**src/hdl/dtma_pkg.sv**
```systemverilog
// Shared types and constants for the diode temperature moving-average core.
// No dependencies; used by diode_temperature_moving_average_core and dtma_checker.
package dtma_pkg;

    // Serial divider geometry: 32-bit dividend, divisor below 2**15
    localparam int DIV_W     = 32;
    localparam int DIV_CNT_W = 5;
    localparam int DVS_W     = 15;
    localparam int REM_W     = DVS_W + 1;

    // Field widths
    localparam int SAMPLE_W = 12;
    localparam int TEMP_W   = 18;
    localparam int DISP_W   = 19;
    localparam int COUNT_W  = 6;

    // Conversion constants, scaled by 1/100 of the exact form:
    // raw = round(25 * (25657344 - 33000 * sample) / 21504)
    localparam int MV_SCALE    = 3300;
    localparam int RAW_OFFSET  = 25657344;
    localparam int RAW_SLOPE   = 33000;
    localparam int RAW_MULT    = 25;
    localparam int RAW_ROUND   = 10752;
    // 21504 = 2**10 * 21: shift right by 10, then multiply by ceil(2**27 / 21)
    localparam int RAW_PRE_SH  = 10;
    localparam int RAW_RCP     = 6391321;
    localparam int RAW_RCP_SH  = 27;
    localparam int FAH_MULT_SH = 3;
    // Divide by 5: multiply by ceil(2**24 / 5), exact below 2**22
    localparam int FAH_RCP     = 3355444;
    localparam int FAH_RCP_SH  = 24;
    localparam int FAH_ROUND   = 2;
    localparam int FAH_OFFSET  = 3200;
    localparam int THR_RESET   = 4000;

    // Configuration register indexes
    localparam int CFG_IDX_W = 1;
    localparam logic [CFG_IDX_W-1:0] CFG_LED_THRESHOLD = 1'b0;
    localparam logic [CFG_IDX_W-1:0] CFG_DISPLAY_F     = 1'b1;

    typedef enum logic [3:0] {
        S_IDLE,
        S_MUL,
        S_SCALE,
        S_RAW_RCP,
        S_DIV,
        S_RAW_DONE,
        S_AVG_LOAD,
        S_AVG_DONE,
        S_FAH_LOAD,
        S_FAH_RCP,
        S_FAH_DONE,
        S_OUT
    } state_t;

endpackage

```
**src/hdl/diode_temperature_moving_average_core.sv**
```systemverilog
// Diode temperature front end: conversion, moving-average ring and display scaling.
// Depends on dtma_pkg.
//
// One item is taken at a time. After acceptance the sample goes through conversion, the
// ring update and the divider, plus the scaling states with Fahrenheit display; the block is
// then ready again. The work is dominated by a single 32-step restoring divider that forms
// the average from the running total and the sample count, with load and post-processing
// states around it; the constant divisions of the raw conversion and of the Fahrenheit
// scaling take one reciprocal multiply each. A finished result sits in an output
// register, so the next item may be taken while it waits; the core only holds in its
// last step if the previous result is still untaken. The temperature ring is a
// WINDOW-entry memory with a registered read; it needs no clearing, since entries are
// read only once written.
module diode_temperature_moving_average_core #(
    parameter int WINDOW = 40
) (
    input  logic                                     clk,
    input  logic                                     rst_n,
    input  logic                                     in_valid,
    output logic                                     in_stall,
    input  logic [dtma_pkg::SAMPLE_W-1:0]            adc_sample,
    output logic                                     out_valid,
    input  logic                                     out_stall,
    output logic [11:0]                              voltage_millivolts,
    output logic signed [dtma_pkg::TEMP_W-1:0]       raw_temp_centi,
    output logic signed [dtma_pkg::TEMP_W-1:0]       filtered_temp_centi,
    output logic signed [dtma_pkg::DISP_W-1:0]       display_temp_centi,
    output logic                                     led_on,
    output logic [dtma_pkg::COUNT_W-1:0]             samples_averaged,
    input  logic                                     cfg_write,
    input  logic [dtma_pkg::CFG_IDX_W-1:0]           cfg_index,
    input  logic [dtma_pkg::TEMP_W-1:0]              cfg_data
);

    localparam int SLOT_W = (WINDOW > 1) ? $clog2(WINDOW) : 1;
    localparam int CNT_W  = $clog2(WINDOW + 1);
    localparam int SUM_W  = dtma_pkg::TEMP_W + CNT_W;
    localparam int DIV_W  = dtma_pkg::DIV_W;
    localparam int DVS_W  = dtma_pkg::DVS_W;
    localparam int REM_W  = dtma_pkg::REM_W;
    localparam int TW     = dtma_pkg::TEMP_W;
    localparam int DW     = dtma_pkg::DISP_W;

    // Control state
    dtma_pkg::state_t   state_reg, state_next;
    logic [SLOT_W-1:0]  slot_reg, slot_next;
    logic               ring_full_reg, ring_full_next;
    logic signed [SUM_W-1:0] total_reg, total_next;
    logic               out_valid_reg, out_valid_next;
    logic signed [TW-1:0] thr_reg;
    logic               disp_f_reg;

    // Datapath registers
    logic [dtma_pkg::SAMPLE_W-1:0] sample_reg, sample_next;
    logic [11:0]        mv_reg, mv_next;
    logic signed [28:0] m_reg, m_next;
    logic [DIV_W-1:0]   quo_reg, quo_next;
    logic [DVS_W-1:0]   rem_reg, rem_next;
    logic [DVS_W-1:0]   dvs_reg, dvs_next;
    logic [dtma_pkg::DIV_CNT_W-1:0] step_reg, step_next;
    logic               neg_reg, neg_next;
    logic signed [TW-1:0] raw_reg, raw_next;
    logic signed [TW-1:0] avg_reg, avg_next;
    logic signed [DW-1:0] disp_reg, disp_next;
    logic [CNT_W-1:0]   count_reg, count_next;

    // Output registers
    logic [11:0]        out_mv_reg, out_mv_next;
    logic signed [TW-1:0] out_raw_reg, out_raw_next;
    logic signed [TW-1:0] out_avg_reg, out_avg_next;
    logic signed [DW-1:0] out_disp_reg, out_disp_next;
    logic               out_led_reg, out_led_next;
    logic [dtma_pkg::COUNT_W-1:0] out_cnt_reg, out_cnt_next;

    // Ring memory
    logic signed [TW-1:0] ring_mem [WINDOW];
    logic signed [TW-1:0] ring_q;
    logic               ring_we;

    // Datapath combinational terms
    logic [23:0]        mv_prod;
    logic [28:0]        slope_prod;
    logic [28:0]        m_neg;
    logic [27:0]        m_mag;
    logic [DIV_W-1:0]   raw_dvd;
    logic [44:0]        raw_rcp_prod;
    logic [42:0]        fah_rcp_prod;
    logic [REM_W-1:0]   rem_sh;
    logic [REM_W-1:0]   rem_sub;
    logic               fits;
    logic signed [DIV_W:0] div_res;
    logic signed [TW-1:0] div_temp;
    logic signed [SUM_W-1:0] total_upd;
    logic signed [SUM_W-1:0] total_neg;
    logic [SUM_W-1:0]   total_abs;
    logic signed [21:0] avg_wide;
    logic signed [21:0] avg9;
    logic signed [21:0] avg9_neg;
    logic [21:0]        avg9_abs;
    logic               wrap;
    logic [31:0]        count_wide;
    logic               out_free;

    assign mv_prod    = 24'(sample_reg) * 24'(dtma_pkg::MV_SCALE);
    assign slope_prod = 29'(sample_reg) * 29'(dtma_pkg::RAW_SLOPE);
    assign m_neg      = 29'(-m_reg);
    assign m_mag      = m_reg[28] ? m_neg[27:0] : m_reg[27:0];
    assign raw_dvd    = 32'(m_mag) * 32'(dtma_pkg::RAW_MULT) + 32'(dtma_pkg::RAW_ROUND);

    // Constant divisions by reciprocal multiply on the magnitude held in quo_reg
    assign raw_rcp_prod = 45'(quo_reg[DIV_W-1:dtma_pkg::RAW_PRE_SH])
                          * 45'(dtma_pkg::RAW_RCP);
    assign fah_rcp_prod = 43'(quo_reg[20:0]) * 43'(dtma_pkg::FAH_RCP);

    // Restoring divide step; remainder always stays below the divisor
    assign rem_sh  = {rem_reg, quo_reg[DIV_W-1]};
    assign fits    = (rem_sh >= {1'b0, dvs_reg});
    assign rem_sub = rem_sh - {1'b0, dvs_reg};
    assign div_res = neg_reg ? -$signed({1'b0, quo_reg}) : $signed({1'b0, quo_reg});
    assign div_temp = $signed(div_res[TW-1:0]);

    assign total_upd = total_reg
                       - (ring_full_reg ? SUM_W'(ring_q) : SUM_W'(0))
                       + SUM_W'(div_temp);
    assign total_neg = -total_reg;
    assign total_abs = total_reg[SUM_W-1] ? total_neg : total_reg;

    assign avg_wide = 22'(avg_reg);
    assign avg9     = (avg_wide <<< dtma_pkg::FAH_MULT_SH) + avg_wide;
    assign avg9_neg = -avg9;
    assign avg9_abs = avg9[21] ? avg9_neg : avg9;

    assign wrap       = (slot_reg == SLOT_W'(WINDOW - 1));
    assign count_wide = 32'(count_reg);
    assign out_free   = !out_valid_reg || !out_stall;

    always_comb
    begin
        state_next     = state_reg;
        slot_next      = slot_reg;
        ring_full_next = ring_full_reg;
        total_next     = total_reg;
        out_valid_next = out_valid_reg;
        sample_next    = sample_reg;
        mv_next        = mv_reg;
        m_next         = m_reg;
        quo_next       = quo_reg;
        rem_next       = rem_reg;
        dvs_next       = dvs_reg;
        step_next      = step_reg;
        neg_next       = neg_reg;
        raw_next       = raw_reg;
        avg_next       = avg_reg;
        disp_next      = disp_reg;
        count_next     = count_reg;
        out_mv_next    = out_mv_reg;
        out_raw_next   = out_raw_reg;
        out_avg_next   = out_avg_reg;
        out_disp_next  = out_disp_reg;
        out_led_next   = out_led_reg;
        out_cnt_next   = out_cnt_reg;
        ring_we        = 1'b0;

        if (out_valid_reg && !out_stall)
        begin
            out_valid_next = 1'b0;
        end

        unique case (state_reg)
            dtma_pkg::S_IDLE:
            begin
                if (in_valid)
                begin
                    sample_next = adc_sample;
                    state_next  = dtma_pkg::S_MUL;
                end
            end

            dtma_pkg::S_MUL:
            begin
                mv_next    = mv_prod[23:12];
                m_next     = $signed(29'(dtma_pkg::RAW_OFFSET)) - $signed(slope_prod);
                state_next = dtma_pkg::S_SCALE;
            end

            dtma_pkg::S_SCALE:
            begin
                quo_next   = raw_dvd;
                neg_next   = m_reg[28];
                state_next = dtma_pkg::S_RAW_RCP;
            end

            dtma_pkg::S_RAW_RCP:
            begin
                quo_next   = 32'(raw_rcp_prod >> dtma_pkg::RAW_RCP_SH);
                state_next = dtma_pkg::S_RAW_DONE;
            end

            dtma_pkg::S_DIV:
            begin
                rem_next  = fits ? rem_sub[DVS_W-1:0] : rem_sh[DVS_W-1:0];
                quo_next  = {quo_reg[DIV_W-2:0], fits};
                step_next = step_reg - 1'b1;
                if (step_reg == '0)
                begin
                    state_next = dtma_pkg::S_AVG_DONE;
                end
            end

            dtma_pkg::S_RAW_DONE:
            begin
                // Oldest entry leaves the total only once the ring has wrapped
                raw_next   = div_temp;
                ring_we    = 1'b1;
                total_next = total_upd;
                slot_next  = wrap ? '0 : slot_reg + 1'b1;
                if (wrap)
                begin
                    ring_full_next = 1'b1;
                end
                count_next = (ring_full_reg || wrap) ? CNT_W'(WINDOW)
                                                     : CNT_W'(slot_reg) + 1'b1;
                state_next = dtma_pkg::S_AVG_LOAD;
            end

            dtma_pkg::S_AVG_LOAD:
            begin
                quo_next   = 32'(total_abs) + 32'(count_reg >> 1);
                rem_next   = '0;
                dvs_next   = DVS_W'(count_reg);
                neg_next   = total_reg[SUM_W-1];
                step_next  = dtma_pkg::DIV_CNT_W'(DIV_W - 1);
                state_next = dtma_pkg::S_DIV;
            end

            dtma_pkg::S_AVG_DONE:
            begin
                avg_next = div_temp;
                if (disp_f_reg)
                begin
                    state_next = dtma_pkg::S_FAH_LOAD;
                end
                else
                begin
                    disp_next  = DW'(div_temp);
                    state_next = dtma_pkg::S_OUT;
                end
            end

            dtma_pkg::S_FAH_LOAD:
            begin
                quo_next   = 32'(avg9_abs) + 32'(dtma_pkg::FAH_ROUND);
                neg_next   = avg9[21];
                state_next = dtma_pkg::S_FAH_RCP;
            end

            dtma_pkg::S_FAH_RCP:
            begin
                quo_next   = 32'(fah_rcp_prod >> dtma_pkg::FAH_RCP_SH);
                state_next = dtma_pkg::S_FAH_DONE;
            end

            dtma_pkg::S_FAH_DONE:
            begin
                disp_next  = $signed(div_res[DW-1:0]) + DW'(dtma_pkg::FAH_OFFSET);
                state_next = dtma_pkg::S_OUT;
            end

            dtma_pkg::S_OUT:
            begin
                if (out_free)
                begin
                    out_valid_next = 1'b1;
                    out_mv_next    = mv_reg;
                    out_raw_next   = raw_reg;
                    out_avg_next   = avg_reg;
                    out_disp_next  = disp_reg;
                    out_led_next   = (avg_reg < thr_reg);
                    out_cnt_next   = count_wide[dtma_pkg::COUNT_W-1:0];
                    state_next     = dtma_pkg::S_IDLE;
                end
            end

            default:
            begin
                state_next = dtma_pkg::S_IDLE;
            end
        endcase
    end

    always_ff @(posedge clk or negedge rst_n)
    begin
        if (!rst_n)
        begin
            state_reg     <= dtma_pkg::S_IDLE;
            slot_reg      <= '0;
            ring_full_reg <= 1'b0;
            total_reg     <= '0;
            out_valid_reg <= 1'b0;
            step_reg      <= '0;
        end
        else
        begin
            state_reg     <= state_next;
            slot_reg      <= slot_next;
            ring_full_reg <= ring_full_next;
            total_reg     <= total_next;
            out_valid_reg <= out_valid_next;
            step_reg      <= step_next;
        end
    end

    always_ff @(posedge clk or negedge rst_n)
    begin
        if (!rst_n)
        begin
            thr_reg    <= TW'(dtma_pkg::THR_RESET);
            disp_f_reg <= 1'b0;
        end
        else if (cfg_write)
        begin
            unique case (cfg_index)
                dtma_pkg::CFG_LED_THRESHOLD: thr_reg    <= $signed(cfg_data);
                dtma_pkg::CFG_DISPLAY_F:     disp_f_reg <= cfg_data[0];
                default:                     ;
            endcase
        end
    end

    always_ff @(posedge clk)
    begin
        sample_reg   <= sample_next;
        mv_reg       <= mv_next;
        m_reg        <= m_next;
        quo_reg      <= quo_next;
        rem_reg      <= rem_next;
        dvs_reg      <= dvs_next;
        neg_reg      <= neg_next;
        raw_reg      <= raw_next;
        avg_reg      <= avg_next;
        disp_reg     <= disp_next;
        count_reg    <= count_next;
        out_mv_reg   <= out_mv_next;
        out_raw_reg  <= out_raw_next;
        out_avg_reg  <= out_avg_next;
        out_disp_reg <= out_disp_next;
        out_led_reg  <= out_led_next;
        out_cnt_reg  <= out_cnt_next;
    end

    // Ring: one write port, registered read at the current slot
    always_ff @(posedge clk)
    begin
        if (ring_we)
        begin
            ring_mem[slot_reg] <= div_temp;
        end
        ring_q <= ring_mem[slot_reg];
    end

    assign in_stall            = (state_reg != dtma_pkg::S_IDLE);
    assign out_valid           = out_valid_reg;
    assign voltage_millivolts  = out_mv_reg;
    assign raw_temp_centi      = out_raw_reg;
    assign filtered_temp_centi = out_avg_reg;
    assign display_temp_centi  = out_disp_reg;
    assign led_on              = out_led_reg;
    assign samples_averaged    = out_cnt_reg;

endmodule

```
**config.mk**
```make
export PLATFORM = sky130hd
export DESIGN_NAME = diode_temperature_moving_average_core
export DESIGN_NICKNAME = d
export VERILOG_FILES = /design/src/hdl/dtma_pkg.sv /design/src/hdl/diode_temperature_moving_average_core.sv
export SDC_FILE = /design/constraint.sdc
export NUM_CORES = 2
export LEC_CHECK = 0
export BUFFER_PORTS_ARGS = -buffer_cell sky130_fd_sc_hd__buf_2
export CAP_MARGIN = 30
export CORE_ASPECT_RATIO = 0.5
export CORE_MARGIN = 8
export CORE_UTILIZATION = 45
export CTS_CLUSTER_SIZE = 8
export DETAILED_ROUTE_END_ITERATION = 8
export RECOVER_POWER = 100
export SLEW_MARGIN = 20
export SYNTH_ARGS = -nofsm -noshare
export SYNTH_HDL_FRONTEND = slang
export SYNTH_SLANG_ARGS = --single-unit
export TNS_END_PERCENT = 100
```
**constraint.sdc**
```tcl
create_clock -name clk -period 9.3 [get_ports clk]
set_clock_uncertainty 0.1 [all_clocks]
set_input_delay 1.395 -clock clk [delete_from_list [all_inputs] [get_ports clk]]
set_output_delay 1.395 -clock clk [all_outputs]
set_load 0.01 [all_outputs]
```
### Word-level counts from Yosys, hierarchy flattened

Memory sizes are Yosys's and may differ from the RTL's. A register that Yosys moved wholly into a read port is not among the register bits.
Cells that the tools add are included.

* shift-type cells: 0
* equal/unequal tests: 16
* bitwise logic cells: 1
* order comparisons: 2
* reductions and logical operators: 19
* $add $sub $neg: 15
* div/mod/pow operators: 0
* multipliers: 5
* multiplexer cells: 24

Operators by type and width (number)
* 32-bit one-hot mux with 6 select lines: 1
* 24-bit two-way mux: 2
* 4-bit one-hot mux with 12 select lines: 1
* 22-bit by 23-bit multiplier with 45-bit output, second input constant: 1
* 21-bit by 20-bit multiplier with 41-bit output, second input constant: 1
* 19-bit two-way mux: 2
* 19-bit one-hot mux with 2 select lines: 1
* 32-bit by 14-bit adder with 32-bit output, second input constant: 1
* 28-bit by 5-bit multiplier with 32-bit output, second input constant: 1
* 15-bit one-hot mux with 2 select lines: 1
* 25-bit by 28-bit subtractor with 29-bit output, first input constant: 1
* 28-bit two-way mux: 1
* 28-bit negation: 1
* 24-bit by 5-bit adder with 25-bit output: 1
* 12-bit by 13-bit multiplier with 25-bit output, second input constant: 1
* 24-bit by 18-bit adder with 24-bit output: 1
* 24-bit negation: 1
* 24-bit subtractor: 1
* 22-bit by 2-bit adder with 23-bit output, second input constant: 1
* 21-bit by 18-bit adder with 22-bit output: 1
* 12-bit by 10-bit multiplier with 22-bit output, second input constant: 1
* 22-bit two-way mux: 1
* 22-bit negation: 1
* 19-bit by 13-bit adder with 19-bit output, second input constant: 1
* 31 further kinds: 56

* RAM bits: 720
* output and inout bits: 76
* bits in read-only memories: 0
* input bits: 36
* latch bits: 0
* word-level logic and storage cells: 108
* bits in registers: 302
* memories kept: 1

Memory list
* ring_mem: words 40, bits a word 18, rd ports 1, clocked after memory_dff 1, write ports 1, RTL line diode_temperature_moving_average_core.sv:76 `logic signed [TW-1:0] ring_mem [WINDOW];`

### Longest topological paths before layout

* depth in word-level cells: 5
* mapped depth: 27
* depth with buffers taken out: 26

### Worst setup path before layout

Ideal clock, no wire load.

* path type: input to register
* from: in out_stall
* to: reg out_disp_reg[0] (netlist: display_temp_centi[0]) (enable)
* slack: 1.780 ns
* data arrival time: 6.808 ns
* required time: 8.588 ns
* stages on the path: 2
* library setup time: 0.612 ns
* buffers on the path: 0
* cells stage by stage: nand2_1 -> nor3b_1

* cells in the longest elaborated chain, start to end: 3

Ends and longest elaborated chain
* from (decl): RTL line diode_temperature_moving_average_core.sv:23 `input logic out_stall,`
* 1-bit logical NOT: RTL line diode_temperature_moving_average_core.sv:135 `assign out_free = !out_valid_reg || !out_stall;`
* 1-bit logical OR: RTL line diode_temperature_moving_average_core.sv:135
* 2-bit AND reduction (no source line)
* to (signal assigned): RTL line diode_temperature_moving_average_core.sv:346 `out_disp_reg <= out_disp_next;`
* to (decl): RTL line diode_temperature_moving_average_core.sv:71 `logic signed [DW-1:0] out_disp_reg, out_disp_next;`

No other way between the ends.
A chain may end at the register's enable or synchronous reset.

### Final worst setup path

* from: reg quo_reg[8]
* to: reg quo_reg[11], data pin

* cells in the longest elaborated chain, start to end: 2

Ends and longest elaborated chain
* from (decl): RTL line diode_temperature_moving_average_core.sv:57 `logic [DIV_W-1:0] quo_reg, quo_next;`
* from (signal assigned): RTL line diode_temperature_moving_average_core.sv:335 `quo_reg <= quo_next;`
* 21-bit by 20-bit multiplier with 41-bit output: RTL line diode_temperature_moving_average_core.sv:113 `assign fah_rcp_prod = 43'(quo_reg[20:0]) * 43'(dtma_pkg::FAH_RCP);`
* 32-bit one-hot mux with 6 select lines: RTL line diode_temperature_moving_average_core.sv:169 `unique case (state_reg)`
* net quo_next[11]: RTL line diode_temperature_moving_average_core.sv:57

The timed path passes the listed nets, and every way through them passes these cells.

==> out/results.md <==
* outcome: finished with violations
* violated checks: max-capacitance violations, max-slew violations
* number of port buffers: 111
* depth of the most critical reg-to-reg path: 26
* global-route wire length before repair: 266 mm
* chip width: 546 um
* setup repair after global routing missed its margin: no
* TritonCTS clock tree: done
* Final Setup Violations: 0
* hold-critical path depth: 0
* primary flip-flop cell chosen by synthesis mapping: sky130_fd_sc_hd__edfxtp_1
* total nets after synthesis: 6,082
* routability congestion estimate: 0.921
* count of clock tree sinks: 1,037
* final max-slew violation count: 1,345
* async set-reset flop share out of synthesis: 0.0579
* post-synthesis cell area: 63,100 um2
* hold_buf cts: 0
* Data arrival, critical path: 7990 ps
* 1st-pass router iterations: 5
* ANT nets after route: 0
* number of design-rule violations left by the first detailed-router iteration: 3,704
* required time at the endpoint of the critical path: 9660 ps
* capture endpoint of the worst hold path: raw_temp_centi[7]
* crit path max fanout: 9
* post-cts resize count: 0
* setup slack, reg-to-reg: 1670 ps
* EDFF count, synth: 959
* Synth Register Bits: 1,037
* sequential element share of the synthesized area: 0.486
* final setup TNS: 0 ps
* Routed WL per cell: 24.5 um
* type of the worst setup path: flip-flop to flip-flop
* Startpoint Class: flip-flop
* row count: 97
* share of cells above drive strength 1: 0.0587
* Via Count: 41.2k
* Routed WL: 177 mm
* clock input transition at the sequential cells of the worst setup and hold paths: 60 ps
* Core Footprint: 140,000 um2
* Post-Synthesis Cells: 5,043
* antenna violations before repair: 1
* YS warnings: 0
* category of the worst setup path capture point: flip-flop
* number of clock buffers inserted by TritonCTS: 148
* max_cap viols: 33
* largest delay contributor family on the critical path: adder cells
* maximum number of pins on one net before global-route repair: 61
* Largest register FFs: 720
* synthesis-to-layout area growth: 11.4%
* reg2reg end: quo_reg[11]
* Critical-path top delay cell: sky130_fd_sc_hd__edfxtp_1
* hold violation total from the final report: 0
* CTS H-Tree Depth: 4
* final routed DRC violation total: 0
* relative slew slack: -1.04
* critical path buffer and inverter count: 5
* part of the cycle the worst path needs: 0.820
* die height: 281 um
* Unique masters post-synth: 95
* number of nets in the layout: 6,297
* Overflow after GRT: 0
* clock latency of the later-clocked register in the worst-skew pair: 790 ps
* post-route worst hold slack: 262 ps
* detail-routed via count per cell: 5.72
* Area after DPL: 66,500 um2
* r2r startpoint: quo_reg[8]
* Max Clk Rate: 131 MHz
* dominant cell type by count on the critical path: sky130_fd_sc_hd__inv_1
* number of global-route vias before repair: 42.2k
* detailed-placement wirelength estimate: 123 mm
* Top-Level Pins: 112
* worst min-delay path startpoint: raw_reg[7]
* delay contributed by the slowest stage of the critical path: 760 ps
* Post-CTS Repair Setup Buffers: 0
* measured slew at the worst slew-check pin: 3060 ps
* shortest period the worst path allows: 7630 ps
* die area: 153,000 um2
* Max Buffers Root-to-Sink: 3
* average footprint of a synthesized cell: 12.5 um2
* initial standard-cell utilization of the core: 0.452
* Hold/Removal Path Class: flip-flop to flip-flop
* total global routing track utilization: 0.227
* root buffer cell: sky130_fd_sc_hd__clkbuf_16
* final cell area excluding filler cells: 70,300 um2
cell usage in the layout, fill, tap and decap left out, types with 21 or more instances in the layout:
cell type	n
sky130_fd_sc_hd__nor2_2	22
sky130_fd_sc_hd__nand3_1	56
sky130_fd_sc_hd__o21a_1	25
sky130_fd_sc_hd__and2_1	21
sky130_fd_sc_hd__clkbuf_1	194
sky130_fd_sc_hd__a31oi_1	34
sky130_fd_sc_hd__a221oi_1	87
sky130_fd_sc_hd__fa_1	327
sky130_fd_sc_hd__nor2_1	197
sky130_fd_sc_hd__a22o_1	78
sky130_fd_sc_hd__nand2b_1	31
sky130_fd_sc_hd__o211ai_1	34
sky130_fd_sc_hd__ha_1	676
sky130_fd_sc_hd__dfrtp_1	53
sky130_fd_sc_hd__edfxtp_1	959
sky130_fd_sc_hd__nand4_1	73
sky130_fd_sc_hd__nor2b_1	29
sky130_fd_sc_hd__o31ai_1	24
sky130_fd_sc_hd__and3_1	25
sky130_fd_sc_hd__inv_1	661
sky130_fd_sc_hd__a21o_1	59
sky130_fd_sc_hd__a22oi_1	223
sky130_fd_sc_hd__xor2_1	104
sky130_fd_sc_hd__xnor2_1	180
sky130_fd_sc_hd__nand2_1	201
sky130_fd_sc_hd__buf_2	34
sky130_fd_sc_hd__buf_4	34
sky130_fd_sc_hd__or3_1	25
sky130_fd_sc_hd__clkbuf_16	149
sky130_fd_sc_hd__a21oi_1	131
sky130_fd_sc_hd__nor3_1	59
sky130_fd_sc_hd__o21ai_0	157
sky130_fd_sc_hd__nand4b_1	25
worst reg2reg max path, delay by kind of cell (launching register included):
family                   cells  cell delay [ps]
XOR/XNOR                     2              390
buffers and inverters        5              380
flip-flops                   1              760
AO/OA/AOI/OAI                6             1480
AND/OR/NAND/NOR              5             1010
adder cells (fa/ha/maj)      8             3230
routing by layer:
metal,up-vias,wire [um],GRT usage
li1,18800,-,-
met1,20700,78300,0.315
met2,1424,81900,0.373
met3,250,12000,0.0345
met4,0,4340,0.0615
met5,-,0,0
cells in the mapped netlist, drive strengths merged, types with 20 or more instances:
cell type,instances,area [um2]
o211ai,34,255
or3,26,164
nor2b,30,188
a21oi,131,656
a22o,78,683
dfrtp,54,1350
a211oi,20,163
buf,24,91.3
a31oi,35,234
xnor2,182,1590
o21a,25,188
fa,327,6550
nor3,63,325
nand2,201,754
and2,24,150
nand4b,25,219
inv,661,2480
nand3,56,280
xor2,104,911
clkbuf,135,508
and3,27,170
nand2b,31,194
a22oi,223,1670
a221oi,87,762
a21o,60,452
o31ai,24,180
ha,676,8460
nor2,220,826
nand4,73,457
edfxtp,959,28800
o21ai,160,808
cells by family (layout without fill, tap and decap cells):
| kind of cell | Yosys count | count (layout) | synth area share |
|---|---|---|---|
| fa+ha+maj | 1003 | 1003 | 0.238 |
| flops | 1037 | 1037 | 0.486 |
| compound gates | 1026 | 1026 | 0.117 |
| xor+xnor | 286 | 286 | 0.0397 |
| other cells | 0 | 2 | 0 |
| mux | 12 | 12 | 0.00196 |
| simple gates | 857 | 857 | 0.0688 |
| buf+inv | 822 | 1090 | 0.0489 |
metrics by stage:
step / setup slack, ps / util / std cells
after floorplan: 1780 / - / 5043
after global placement: 1840 / 0.476 / 6983
after detailed placement: 1670 / 0.476 / 6986
after CTS: 1680 / 0.507 / 7189
after global routing: 1170 / 0.504 / 7192
final: 1670 / 0.504 / 7194
area by class of cell:
type	count	area, um2
fillers	12200	69300
clock buffers	187	3870
inverters	663	2490
flip-flops and latches	1037	30700
diodes	2	5.00
well taps	1881	2350
clock inverters	16	442
multi-input cells	3184	29500
repair buffers	224	1010
how the worst max path moves through the flow:
stage           startpoint               endpoint  depth (start not counted)  slack (ps)
3_5_place_dp   quo_reg[15]            quo_reg[17]                         24        1670
6_report        quo_reg[8]            quo_reg[11]                         26        1670
2_1_floorplan    out_stall  display_temp_centi[0]                          2        1780
4_1_cts        quo_reg[15]            quo_reg[13]                         24        1680
3_3_place_gp   quo_reg[16]            quo_reg[13]                         24        1840
5_1_grt        quo_reg[15]            quo_reg[17]                         24        1170
Power is not shown: default switching activity piles up to over one toggle a cycle in this logic, so the estimate is an artifact.
